$ cat src/tsrd_pkg.sv
// shared constants, widths and codes for the timestamped sample-rate decimator
package tsrd_pkg;

  // decimation accumulator fraction bits (valid range 8 to 24)
  localparam int unsigned ACC_FRAC_BITS = 16;
  localparam int unsigned ACC_W         = ACC_FRAC_BITS + 1;

  // field and register widths
  localparam int unsigned TIME_W     = 48;
  localparam int unsigned GAP_W      = 32;
  localparam int unsigned REASON_W   = 2;
  localparam int unsigned TARGET_W   = 19;
  localparam int unsigned ADV_W      = 21;
  localparam int unsigned PERIOD_W   = 28;
  localparam int unsigned Q8_BITS    = 8;
  localparam int unsigned CFG_IDX_W  = 2;
  localparam int unsigned CFG_DATA_W = 21;

  // serial datapath widths
  localparam int unsigned MUL_W = TARGET_W + PERIOD_W;  // target times period
  localparam int unsigned DIV_W = 38;                   // holds the live rate denominator
  localparam int unsigned QUO_W = 36;                   // period average numerator
  localparam int unsigned CNT_W = $clog2(QUO_W + 1);

  // drop reason codes
  localparam logic [REASON_W-1:0] RSN_KEPT  = 2'd0;
  localparam logic [REASON_W-1:0] RSN_DUP   = 2'd1;
  localparam logic [REASON_W-1:0] RSN_DECIM = 2'd2;

  // configuration register indexes
  localparam logic [CFG_IDX_W-1:0] CFG_BATCH_MODE = 2'd0;
  localparam logic [CFG_IDX_W-1:0] CFG_TARGET     = 2'd1;
  localparam logic [CFG_IDX_W-1:0] CFG_ADVERTISED = 2'd2;

  // arithmetic constants
  localparam logic [TIME_W-1:0] ONE_SEC_US    = 48'd1000000;
  localparam logic [DIV_W-1:0]  LIVE_RATE_DEN = 38'd256000000000;
  localparam int unsigned       EMA_MUL       = 99;
  localparam int unsigned       EMA_MUL_STEPS = 7;
  localparam int unsigned       EMA_DIV       = 100;
  localparam int unsigned       EMA_ROUND     = 50;

  localparam logic [ACC_W-1:0] RATIO_ONE = ACC_W'(1) << ACC_FRAC_BITS;
  localparam logic [ACC_W:0]   ACC_UNIT  = (ACC_W + 1)'(1) << ACC_FRAC_BITS;

endpackage

$ cat src/tsrd_if.sv
// valid/ready channel interfaces for samples, results and register writes
interface tsrd_in_if;
  import tsrd_pkg::*;
  logic              valid;
  logic              ready;
  logic [TIME_W-1:0] sample_time_us;

  modport source (output valid, output sample_time_us, input ready);
  modport sink   (input valid, input sample_time_us, output ready);
endinterface

interface tsrd_out_if;
  import tsrd_pkg::*;
  logic                valid;
  logic                ready;
  logic                keep;
  logic [REASON_W-1:0] drop_reason;
  logic [TIME_W-1:0]   kept_time_us;
  logic [GAP_W-1:0]    gap_us;

  modport source (output valid, output keep, output drop_reason, output kept_time_us,
                  output gap_us, input ready);
  modport sink   (input valid, input keep, input drop_reason, input kept_time_us,
                  input gap_us, output ready);
endinterface

interface tsrd_cfg_if;
  import tsrd_pkg::*;
  logic                  valid;
  logic                  ready;
  logic [CFG_IDX_W-1:0]  index;
  logic [CFG_DATA_W-1:0] data;

  modport source (output valid, output index, output data, input ready);
  modport sink   (input valid, input index, input data, output ready);
endinterface

$ cat src/timestamped_sample_rate_decimator.sv
// timestamped sample-rate decimator top level with serial multiply and divide
//
//   channel    dir  handshake      word
//   sample_i   in   valid/ready    sample_time_us
//   result_o   out  valid/ready    keep, drop_reason, kept_time_us, gap_us
//   cfg_i      in   valid/ready    index, data (ready always high)
//
// one word in flight; a sample dropped as duplicate goes from the check to done, a trivial
// ratio adds the ratio select and accumulate steps, and live mode with a period update adds
// the period multiply and divide as well; the shift-add multiplier (1 bit per cycle) and the
// restoring divider (1 quotient bit per cycle) compute the period average and the keep
// ratio
// a finished result waits in the output register while the next sample is taken
// reset clears the config registers, history, period estimate and accumulator
module timestamped_sample_rate_decimator (
  input logic        clk_i,
  input logic        rst_ni,
  tsrd_in_if.sink    sample_i,
  tsrd_out_if.source result_o,
  tsrd_cfg_if.sink   cfg_i
);
  import tsrd_pkg::*;

  // sequencer codes
  localparam logic [3:0] ST_IDLE  = 4'd0;
  localparam logic [3:0] ST_CHECK = 4'd1;
  localparam logic [3:0] ST_MUL99 = 4'd2;
  localparam logic [3:0] ST_DIVP  = 4'd3;
  localparam logic [3:0] ST_RSEL  = 4'd4;
  localparam logic [3:0] ST_MULTP = 4'd5;
  localparam logic [3:0] ST_DIVR  = 4'd6;
  localparam logic [3:0] ST_ACC   = 4'd7;
  localparam logic [3:0] ST_DONE  = 4'd8;

  logic [3:0] state_q, state_d;

  // config registers
  logic                batch_q;
  logic [TARGET_W-1:0] target_q;
  logic [ADV_W-1:0]    adv_q;

  // history and estimator state
  logic [TIME_W-1:0]   ls_time_q, ls_time_d;
  logic                ls_valid_q, ls_valid_d;
  logic [TIME_W-1:0]   lk_time_q, lk_time_d;
  logic                lk_valid_q, lk_valid_d;
  logic [PERIOD_W-1:0] period_q, period_d;
  logic [ACC_W-1:0]    dacc_q, dacc_d;

  // per-sample working registers
  logic [TIME_W-1:0]   t_q, t_d;
  logic [GAP_W-1:0]    gap_q, gap_d;
  logic [REASON_W-1:0] reason_q, reason_d;
  logic                keep_q, keep_d;
  logic [ACC_W-1:0]    ratio_q, ratio_d;

  // serial multiplier and divider
  logic [MUL_W-1:0]    mul_acc_q, mul_acc_d;
  logic [MUL_W-1:0]    mcand_q, mcand_d;
  logic [TARGET_W-1:0] mplier_q, mplier_d;
  logic [DIV_W-1:0]    rem_q, rem_d;
  logic [QUO_W-1:0]    quo_q, quo_d;
  logic [DIV_W-1:0]    den_q, den_d;
  logic [CNT_W-1:0]    cnt_q, cnt_d;

  // output register
  logic                out_valid_q, out_valid_d;
  logic                out_keep_q;
  logic [REASON_W-1:0] out_reason_q;
  logic [TIME_W-1:0]   out_time_q;
  logic [GAP_W-1:0]    out_gap_q;
  logic                out_load;

  // datapath helpers
  logic [TIME_W-1:0] kept_diff;
  logic [TIME_W-1:0] seen_diff;
  logic [GAP_W-1:0]  gap_val;
  logic              dup;
  logic [MUL_W-1:0]  mul_sum;
  logic [DIV_W:0]    div_trial;
  logic [DIV_W:0]    div_diff;
  logic              div_ge;
  logic [DIV_W-1:0]  rem_next;
  logic [QUO_W-1:0]  quo_next;
  logic [ACC_W:0]    acc_sum;
  logic [ACC_W:0]    acc_wrap;
  logic              rate_trivial;

  assign sample_i.ready = (state_q == ST_IDLE);
  assign cfg_i.ready    = 1'b1;

  assign result_o.valid        = out_valid_q;
  assign result_o.keep         = out_keep_q;
  assign result_o.drop_reason  = out_reason_q;
  assign result_o.kept_time_us = out_time_q;
  assign result_o.gap_us       = out_gap_q;

  // gap to last kept sample, zero when older, saturating at the top
  assign kept_diff = t_q - lk_time_q;
  assign seen_diff = t_q - ls_time_q;
  always_comb begin
    if (t_q < lk_time_q) begin
      gap_val = '0;
    end else if (|kept_diff[TIME_W-1:GAP_W]) begin
      gap_val = '1;
    end else begin
      gap_val = kept_diff[GAP_W-1:0];
    end
  end

  // batch mode judges repeats against the last kept time, live against last seen
  assign dup = batch_q ? (lk_valid_q && (t_q <= lk_time_q))
                       : (ls_valid_q && (t_q <= ls_time_q));

  // one shift-add step of the multiplier
  assign mul_sum = mul_acc_q + (mplier_q[0] ? mcand_q : '0);

  // one restoring step of the divider
  assign div_trial = {rem_q, quo_q[QUO_W-1]};
  assign div_diff  = div_trial - {1'b0, den_q};
  assign div_ge    = (div_trial >= {1'b0, den_q});
  assign rem_next  = div_ge ? div_diff[DIV_W-1:0] : div_trial[DIV_W-1:0];
  assign quo_next  = {quo_q[QUO_W-2:0], div_ge};

  // fractional accumulator
  assign acc_sum  = {1'b0, dacc_q} + {1'b0, ratio_q};
  assign acc_wrap = acc_sum - ACC_UNIT;

  // ratio from advertised rate is one when target >= rate, or either is zero
  assign rate_trivial = (target_q == '0) || (adv_q == '0) ||
                        ({{(ADV_W - TARGET_W){1'b0}}, target_q} >= adv_q);

  assign out_load = (state_q == ST_DONE) && (!out_valid_q || result_o.ready);

  always_comb begin
    state_d     = state_q;
    ls_time_d   = ls_time_q;
    ls_valid_d  = ls_valid_q;
    lk_time_d   = lk_time_q;
    lk_valid_d  = lk_valid_q;
    period_d    = period_q;
    dacc_d      = dacc_q;
    t_d         = t_q;
    gap_d       = gap_q;
    reason_d    = reason_q;
    keep_d      = keep_q;
    ratio_d     = ratio_q;
    mul_acc_d   = mul_acc_q;
    mcand_d     = mcand_q;
    mplier_d    = mplier_q;
    rem_d       = rem_q;
    quo_d       = quo_q;
    den_d       = den_q;
    cnt_d       = cnt_q;
    out_valid_d = out_valid_q && !result_o.ready;

    unique case (state_q)
      ST_IDLE: begin
        if (sample_i.valid) begin
          t_d     = sample_i.sample_time_us;
          state_d = ST_CHECK;
        end
      end

      ST_CHECK: begin
        gap_d = gap_val;
        if (dup) begin
          keep_d   = 1'b0;
          reason_d = RSN_DUP;
          state_d  = ST_DONE;
        end else if (!batch_q) begin
          ls_time_d  = t_q;
          ls_valid_d = 1'b1;
          state_d    = ST_RSEL;
          if (ls_valid_q && (seen_diff < ONE_SEC_US)) begin
            if (period_q == '0) begin
              period_d = {seen_diff[PERIOD_W-Q8_BITS-1:0], {Q8_BITS{1'b0}}};
            end else begin
              // 99 * period + 256 * dt + 50, then divide by 100
              mul_acc_d = MUL_W'({seen_diff[PERIOD_W-Q8_BITS-1:0], Q8_BITS'(EMA_ROUND)});
              mcand_d   = MUL_W'(period_q);
              mplier_d  = TARGET_W'(EMA_MUL);
              cnt_d     = CNT_W'(EMA_MUL_STEPS);
              state_d   = ST_MUL99;
            end
          end
        end else begin
          state_d = ST_RSEL;
        end
      end

      ST_MUL99: begin
        mul_acc_d = mul_sum;
        mcand_d   = mcand_q << 1;
        mplier_d  = mplier_q >> 1;
        cnt_d     = cnt_q - CNT_W'(1);
        if (cnt_q == CNT_W'(1)) begin
          rem_d   = '0;
          quo_d   = mul_sum[QUO_W-1:0];
          den_d   = DIV_W'(EMA_DIV);
          cnt_d   = CNT_W'(QUO_W);
          state_d = ST_DIVP;
        end
      end

      ST_DIVP: begin
        rem_d = rem_next;
        quo_d = quo_next;
        cnt_d = cnt_q - CNT_W'(1);
        if (cnt_q == CNT_W'(1)) begin
          period_d = quo_next[PERIOD_W-1:0];
          state_d  = ST_RSEL;
        end
      end

      ST_RSEL: begin
        if (!batch_q && (period_q != '0)) begin
          if (target_q == '0) begin
            ratio_d = RATIO_ONE;
            state_d = ST_ACC;
          end else begin
            mul_acc_d = '0;
            mcand_d   = MUL_W'(period_q);
            mplier_d  = target_q;
            cnt_d     = CNT_W'(TARGET_W);
            state_d   = ST_MULTP;
          end
        end else if (rate_trivial) begin
          ratio_d = RATIO_ONE;
          state_d = ST_ACC;
        end else begin
          // target below rate, so the quotient has no integer part
          rem_d   = DIV_W'(target_q);
          quo_d   = '0;
          den_d   = DIV_W'(adv_q);
          cnt_d   = CNT_W'(ACC_FRAC_BITS);
          state_d = ST_DIVR;
        end
      end

      ST_MULTP: begin
        mul_acc_d = mul_sum;
        mcand_d   = mcand_q << 1;
        mplier_d  = mplier_q >> 1;
        cnt_d     = cnt_q - CNT_W'(1);
        if (cnt_q == CNT_W'(1)) begin
          if (mul_sum >= MUL_W'(LIVE_RATE_DEN)) begin
            ratio_d = RATIO_ONE;
            state_d = ST_ACC;
          end else begin
            rem_d   = mul_sum[DIV_W-1:0];
            quo_d   = '0;
            den_d   = LIVE_RATE_DEN;
            cnt_d   = CNT_W'(ACC_FRAC_BITS);
            state_d = ST_DIVR;
          end
        end
      end

      ST_DIVR: begin
        rem_d = rem_next;
        quo_d = quo_next;
        cnt_d = cnt_q - CNT_W'(1);
        if (cnt_q == CNT_W'(1)) begin
          ratio_d = {1'b0, quo_next[ACC_FRAC_BITS-1:0]};
          state_d = ST_ACC;
        end
      end

      ST_ACC: begin
        if (acc_sum < ACC_UNIT) begin
          dacc_d   = acc_sum[ACC_W-1:0];
          keep_d   = 1'b0;
          reason_d = RSN_DECIM;
        end else begin
          dacc_d     = acc_wrap[ACC_W-1:0];
          lk_time_d  = t_q;
          lk_valid_d = 1'b1;
          keep_d     = 1'b1;
          reason_d   = RSN_KEPT;
        end
        state_d = ST_DONE;
      end

      ST_DONE: begin
        if (out_load) begin
          out_valid_d = 1'b1;
          state_d     = ST_IDLE;
        end
      end

      default: begin
        state_d = ST_IDLE;
      end
    endcase
  end

  // control and model state
  always_ff @(posedge clk_i or negedge rst_ni) begin
    if (!rst_ni) begin
      state_q     <= ST_IDLE;
      batch_q     <= 1'b0;
      target_q    <= '0;
      adv_q       <= '0;
      ls_time_q   <= '0;
      ls_valid_q  <= 1'b0;
      lk_time_q   <= '0;
      lk_valid_q  <= 1'b0;
      period_q    <= '0;
      dacc_q      <= '0;
      out_valid_q <= 1'b0;
    end else begin
      state_q     <= state_d;
      ls_time_q   <= ls_time_d;
      ls_valid_q  <= ls_valid_d;
      lk_time_q   <= lk_time_d;
      lk_valid_q  <= lk_valid_d;
      period_q    <= period_d;
      dacc_q      <= dacc_d;
      out_valid_q <= out_valid_d;
      if (cfg_i.valid) begin
        unique case (cfg_i.index)
          CFG_BATCH_MODE: batch_q  <= cfg_i.data[0];
          CFG_TARGET:     target_q <= cfg_i.data[TARGET_W-1:0];
          CFG_ADVERTISED: adv_q    <= cfg_i.data[ADV_W-1:0];
          default: ;
        endcase
      end
    end
  end

  // datapath, no reset needed
  always_ff @(posedge clk_i) begin
    t_q       <= t_d;
    gap_q     <= gap_d;
    reason_q  <= reason_d;
    keep_q    <= keep_d;
    ratio_q   <= ratio_d;
    mul_acc_q <= mul_acc_d;
    mcand_q   <= mcand_d;
    mplier_q  <= mplier_d;
    rem_q     <= rem_d;
    quo_q     <= quo_d;
    den_q     <= den_d;
    cnt_q     <= cnt_d;
    if (out_load) begin
      out_keep_q   <= keep_q;
      out_reason_q <= reason_q;
      out_time_q   <= t_q;
      out_gap_q    <= gap_q;
    end
  end

endmodule

$ cat src/flat_wrapper.sv
// flat-port wrapper written by rule: the top's interface ports become plain ports
module timestamped_sample_rate_decimator_flat import tsrd_pkg::*;
  (clk_i, rst_ni, sample_i_valid, sample_i_sample_time_us, sample_i_ready, result_o_valid, result_o_keep, result_o_drop_reason, result_o_kept_time_us, result_o_gap_us, result_o_ready, cfg_i_valid, cfg_i_index, cfg_i_data, cfg_i_ready);
  tsrd_in_if sample_i_i ();
  tsrd_out_if result_o_i ();
  tsrd_cfg_if cfg_i_i ();
  input logic clk_i;
  input logic rst_ni;
  input wire logic [$bits(sample_i_i.valid)-1:0] sample_i_valid;
  input wire logic [$bits(sample_i_i.sample_time_us)-1:0] sample_i_sample_time_us;
  output wire logic [$bits(sample_i_i.ready)-1:0] sample_i_ready;
  output wire logic [$bits(result_o_i.valid)-1:0] result_o_valid;
  output wire logic [$bits(result_o_i.keep)-1:0] result_o_keep;
  output wire logic [$bits(result_o_i.drop_reason)-1:0] result_o_drop_reason;
  output wire logic [$bits(result_o_i.kept_time_us)-1:0] result_o_kept_time_us;
  output wire logic [$bits(result_o_i.gap_us)-1:0] result_o_gap_us;
  input wire logic [$bits(result_o_i.ready)-1:0] result_o_ready;
  input wire logic [$bits(cfg_i_i.valid)-1:0] cfg_i_valid;
  input wire logic [$bits(cfg_i_i.index)-1:0] cfg_i_index;
  input wire logic [$bits(cfg_i_i.data)-1:0] cfg_i_data;
  output wire logic [$bits(cfg_i_i.ready)-1:0] cfg_i_ready;
  assign sample_i_i.valid = sample_i_valid;
  assign sample_i_i.sample_time_us = sample_i_sample_time_us;
  assign sample_i_ready = sample_i_i.ready;
  assign result_o_valid = result_o_i.valid;
  assign result_o_keep = result_o_i.keep;
  assign result_o_drop_reason = result_o_i.drop_reason;
  assign result_o_kept_time_us = result_o_i.kept_time_us;
  assign result_o_gap_us = result_o_i.gap_us;
  assign result_o_i.ready = result_o_ready;
  assign cfg_i_i.valid = cfg_i_valid;
  assign cfg_i_i.index = cfg_i_index;
  assign cfg_i_i.data = cfg_i_data;
  assign cfg_i_ready = cfg_i_i.ready;
  timestamped_sample_rate_decimator u_core (.clk_i(clk_i), .rst_ni(rst_ni), .sample_i(sample_i_i), .result_o(result_o_i), .cfg_i(cfg_i_i));
endmodule
$ cat config.mk
export PLATFORM = sky130hd
export DESIGN_NAME = timestamped_sample_rate_decimator_flat
export DESIGN_NICKNAME = d
export VERILOG_FILES = /design/src/tsrd_pkg.sv /design/src/tsrd_if.sv /design/src/timestamped_sample_rate_decimator.sv /design/src/flat_wrapper.sv
export SDC_FILE = /design/constraint.sdc
export NUM_CORES = 1
export LEC_CHECK = 0
export ABC_AREA = 1
export BUFFER_PORTS_ARGS = -buffer_cell sky130_fd_sc_hd__buf_2
export CORE_MARGIN = 4
export CORE_UTILIZATION = 24
export DETAILED_ROUTE_END_ITERATION = 16
export HOLD_SLACK_MARGIN = 0.02
export MAX_ROUTING_LAYER = met4
export PLACE_DENSITY_LB_ADDON = 0.3
export REMOVE_ABC_BUFFERS = 1
export SYNTH_ARGS = -nofsm -noshare
export SYNTH_HDL_FRONTEND = slang
export SYNTH_SLANG_ARGS = --single-unit
$ cat constraint.sdc
create_clock -name clk_i -period 7.6 [get_ports clk_i]
set_clock_uncertainty 0.1 [all_clocks]
set_input_delay 1.52 -clock clk_i [delete_from_list [all_inputs] [get_ports clk_i]]
set_output_delay 1.52 -clock clk_i [all_outputs]
set_load 0.02 [all_outputs]
# After elaboration in Yosys (flattened, before gate mapping)

Index checks and enable logic that the tools add are counted.

Bits in latches: 0
Memories: 0
Bits in writable memories: 0
Output and inout port bits: 86
Bits in read-only memories: 0
Register bits: 603

Add/subtract/negate cells: 7
$lt $le $gt $ge: 8
Shift-type cells: 0
Divide/modulo/power cells: 0
Mux-type cells: 91
Multiply operators: 0
Bitwise logic cells: 3
Reductions and logical operators: 42
Equality and inequality tests: 33

Operators with widths:

| kind                 | count |
|---|---|
| $mux 47              | 13 |
| $mux 38              | 11 |
| $pmux 47 s3          | 2 |
| $mux 36              | 5 |
| $pmux 38 s4          | 1 |
| $pmux 36 s4          | 1 |
| $mux 28              | 5 |
| $mux 17              | 7 |
| $mux 19              | 6 |
| $pmux 38 s3          | 1 |
| $le 48x48->1         | 2 |
| $sub 48x48->48       | 2 |
| $mux 6               | 10 |
| $pmux 19 s3          | 1 |
| $pmux 28 s2          | 1 |
| $pmux 17 s3          | 1 |
| $lt 48x20->1 const B | 1 |
| $lt 48x48->1         | 1 |
| $add 47x47->47       | 1 |
| $ge 47x38->1 const B | 1 |
| $mux 4               | 10 |
| $ge 39x38->1         | 1 |
| $sub 38x38->38       | 1 |
| $pmux 4 s9           | 1 |
| other kinds (44)     | 98 |

# Depth between registers and ports, before layout

Word-level depth: 7
Gate-level depth with buffers: 28
Depth with buffers taken out: 27

# Worst setup path after synthesis

Ideal clock, no wire load.

Path kind: flip-flop to flip-flop
Start: register u_core.mplier_q[0]
End: register u_core.quo_q[0] (enable)
Required time: 6.902 ns
Slack: -0.810 ns
Clock period less this slack: 8.410 ns
Arrival time: 7.712 ns
Cell stages (with the launch flop): 25
Cell sequence: edfxtp_1 clkbuf_1 nand2_1 inv_1 ha_1 inv_1 fa_1 inv_1 nand3_1 nand3_1 nand2_1 nand2_1 nand2_1 nand2_1 nand2_1 nand3_1 nand2_1 nor2_1 a21boi_0 nand2_1 nand2_1 nand2_1 nand2_1 nand2_1 nor3_1

Word-level cells in the longest chain between the ends: 5

Ends and longest elaborated chain:

| element                           | RTL line                                 | text |
|---|---|---|
| from (decl)                       | timestamped_sample_rate_decimator.sv:60  | `logic [TARGET_W-1:0] mplier_q, mplier_d;` |
| from (signal assigned)            | timestamped_sample_rate_decimator.sv:341 | `mplier_q <= mplier_d;` |
| $mux 47                           | timestamped_sample_rate_decimator.sv:116 | `assign mul_sum = mul_acc_q + (mplier_q[0] ? mcand_q : '0);` |
| $add 47x47->47                    | timestamped_sample_rate_decimator.sv:116 |  |
| $ge 47x38->1                      | timestamped_sample_rate_decimator.sv:247 | `if (mul_sum >= MUL_W'(LIVE_RATE_DEN)) begin` |
| $ne 2x2->1 (no source line)       | --                                       |  |
| $reduce_and 6->1 (no source line) | --                                       |  |
| to (signal assigned)              | timestamped_sample_rate_decimator.sv:343 | `quo_q <= quo_d;` |
| to (decl)                         | timestamped_sample_rate_decimator.sv:62  | `logic [QUO_W-1:0] quo_q, quo_d;` |

No other way between the ends.
A chain may end at the register's enable or synchronous reset.

# Worst setup path after layout

Start: register u_core.t_q[22]
End: register u_core.mcand_q[42] (enable)

Word-level cells in the longest chain between the ends: 5

Ends and longest elaborated chain:

| element                                                          | RTL line                                                                           | text |
|---|---|---|
| from (decl)                                                      | timestamped_sample_rate_decimator.sv:51                                            | `logic [TIME_W-1:0] t_q, t_d;` |
| from (signal assigned)                                           | timestamped_sample_rate_decimator.sv:334                                           | `t_q <= t_d;` |
| $sub 48x48->48 (tied with other cells)                           | timestamped_sample_rate_decimator.sv:100                                           | `assign seen_diff = t_q - ls_time_q;` |
| $lt 48x20->1 (tied with other cells)                             | timestamped_sample_rate_decimator.sv:175                                           | `if (ls_valid_q && (seen_diff < ONE_SEC_US)) begin` |
| $logic_and 1x1->1 / $mux 1 (equally long branches)               | timestamped_sample_rate_decimator.sv:175, timestamped_sample_rate_decimator.sv:112 |  |
| $ne 2x1->1 (no source line) / $ne 2x2->1 (equally long branches) | --                                                                                 |  |
| $reduce_and 7->1 (no source line) *                              | --                                                                                 |  |
| to (signal assigned)                                             | timestamped_sample_rate_decimator.sv:340                                           | `mcand_q <= mcand_d;` |
| to (decl)                                                        | timestamped_sample_rate_decimator.sv:59                                            | `logic [MUL_W-1:0] mcand_q, mcand_d;` |

Mark *: on every way between the ends. The rest lies on a longest branch, timed or not.

==> reports/results.ini <==
[floorplanning]
die_x_um = 408.0
fp.dieArea_um2 = 166400
initial_utilization = 0.2419
rows = 146
die_h_um = 408.0
num_io_pins = 162
core_region_area_um2 = 158700

[worst_hold_path]
hold_start = u_core.gap_q[31]
hold_class = flop to flop

[yosys]
syn_inst = 5107
synth.avg_cell_area_um2 = 7.518
synth_edf_count = 398
synth-seq-cells = 587
ys.flop_type = edfxtp_1
synth_largest_area_cell = edfxtp_1
synth_area_um2 = 38390
synth_area_leaders = edfxtp_1 31%, nand2_1 15%, dfrtp_1 12%
synth_top_area_share = 0.3113
yosysWarnings = 0
yosysUniqueCellTypes = 58
async_reset_ff_frac = 0.3220
yosysSeqAreaShare = 0.4345

[sta]
period_needed_ns = 5.291
worst_slew_pin_slew_ns = 1.273
finalSetupViolations = 0
hold_viol_final = 0
rsz0062_at_grt = no
fin_hold_ws_ns = 0.3127
post-route-period-util = 0.6962
drv_slew = 0
fmaxAchievable_ghz = 0.1890
setup_slack_ns = 2.309
slew_headroom = 0.1504

[route]
totalWireLength_um = 143000
dr.pass1.iters = 6
ant_nets = 0
drc = 0
drt-initial-drc-count = 2946
avgRoutedWirePerCell_um = 19.31
viasPerCell = 4.622
vias = 34220

[place]
postPlaceCellArea_um2 = 41600
dp_slack_ns = 2.130
hpwlAfterDp_um = 113700
portBuffers = 160
dp.cells = 7261
place_congestion = 0.9767

[layout]
areaGrowthSynthToFinish_pct = 15.10
mostFrequentLayoutCell = nand2_1
multi_input_area_um2 = 17970
fillers = 17320
regArea_um2 = 16680
fin_area_um2 = 44190
final_cells = 7404
layout_common_cells = 1511 x nand2_1, 887 x inv_1, 482 x nor2_1, 398 x edfxtp_1, 317 x o21ai_0
fin_nets = 5559
drive_gt1_frac = 0.06662

[global_route]
first_global_vias = 32720
antenna_found_initial = 10
grt_use_total = 0.1708
grt_start_max_net_pins = 98
grt_overflow = 0
grt_pass1_wl_um = 211200

[status]
outcome = complete, no violations

[clocking]
cts_buffers = 75
clk_latency_ns = 0.71
cts_buffer_depth = 3
cts_sinks = 587
clk_pin_slew_ns = 0.06
holdBufCountCts = 0
root_buffer = clkbuf_16
cts_tree = done
cts.htree.levels = 3
cts_setup_buffers = 0
cts_resized = 0

[setup_path]
r2r-start = u_core.t_q[22]
critPathArrivalTime_ns = 5.50
cp-startpoint = u_core.t_q[22]
worstPathRequired_ns = 7.81
path_max_fanout = 59
path_class = flop to flop
cp-start-kind = flop
critPathCaptureType = flop

[job]
maxCapViolCount = 0

-- cells in the mapped netlist (all sizes together) (2+ instances only) --
| cell | n |
|---|---|
| nand2 | 1522 |
| inv | 889 |
| nor2 | 495 |
| edfxtp | 398 |
| o21ai | 330 |
| nand3 | 264 |
| a21oi | 237 |
| ha | 212 |
| dfrtp | 189 |
| xor2 | 68 |
| clkbuf | 66 |
| nand4 | 59 |
| o22ai | 50 |
| nor3 | 44 |
| xnor2 | 43 |
| buf | 39 |
| o21bai | 37 |
| o211ai | 34 |
| nand3b | 23 |
| nor4 | 23 |
| a31oi | 18 |
| a21boi | 10 |
| a21o | 10 |
| o21a | 9 |
| o221ai | 7 |
| fa | 5 |
| clkinv | 4 |
| or2 | 4 |
| a211oi | 3 |
| o31ai | 3 |
| and3 | 2 |
-- state kept, by name, summed over array words and instances (netlist names), 28 cells and up --
signal	cells
u_core.lk_time_q	48
u_core.ls_time_q	48
u_core.result_o.kept_time_us	48
u_core.t_q	48
u_core.mcand_q	47
u_core.mul_acc_q	47
u_core.rem_q	38
u_core.quo_q	36
u_core.gap_q	32
u_core.result_o.gap_us	32
u_core.period_q	28
-- cell families (layout without fill, tap and decap cells) --
kind of cell,after synthesis,count (layout),share of synthesized area
adders and majority gates,217,217,0.07170
AOI/OAI and AO/OA,755,755,0.1096
xor gates and xnor gates,111,111,0.02532
DFF,587,587,0.4345
buffers and inverters,998,1220,0.09976
other,1,4,0.00009767
and+or+nand+nor,2438,2438,0.2591
-- area by class of cell --
class / count / share of cell area
Clock buffer: 98 / 0.04675
Antenna cell: 3 / 0.0001699
Inverter: 893 / 0.07585
Sequential cell: 587 / 0.3775
Timing Repair Buffer: 187 / 0.02293
Multi-Input combinational cell: 3522 / 0.4066
Clock inverter: 42 / 0.01150
Tap cell: 2072 / 0.05867
-- path summary, 6_finish.rpt --
kind	to	slack [ns]	depth (start not counted)
max	u_core.mcand_q[42]	2.31	18
min	u_core.result_o.gap_us[31]	0.31	0
max reg2reg	u_core.mcand_q[42]	2.31	18
min reg2reg	u_core.result_o.gap_us[31]	0.31	0
max in group asynchronous	u_core.lk_time_q[15]	5.22	2
min in group asynchronous	u_core.result_o.valid	0.74	1
-- critical path, stage by stage, from the launching register on --
cell	delay, ns
edfxtp_1	0.51
ha_1	0.48
nand2_1	0.13
nor2_1	0.27
nand2_1	0.27
nor3_1	0.48
nand2_1	0.19
nand2_1	0.17
nand2_1	0.07
nand2_1	0.13
nand3_1	0.12
nor2_1	0.10
nand4_1	0.11
nor2_2	0.31
nand3_2	0.14
nand2_4	0.35
inv_1	0.16
nor2_4	0.12
buf_4	0.61
-- metal layers --
| layer | up-vias | wire length (µm) | global-route usage |
|---|---|---|---|
| li1 | 16860 | - | - |
| met1 | 16250 | 65340 | 0.2257 |
| met2 | 942 | 66460 | 0.2750 |
| met3 | 166 | 7388 | 0.02218 |
| met4 | 0 | 3767 | 0.04800 |
| met5 | - | 0 | - |
-- stage by stage --
stage | setup TNS (ns) | util
final | 0 | 0.2784
after global routing | 0 | 0.2784
after CTS | 0 | 0.2783
after detailed placement | 0 | 0.2621
after global placement | 0 | 0.2621
after floorplan | -181.25 | -
Power is left out: the tool's default activity adds up to more than one toggle a clock period on the data nets, which glitch-free logic cannot reach.
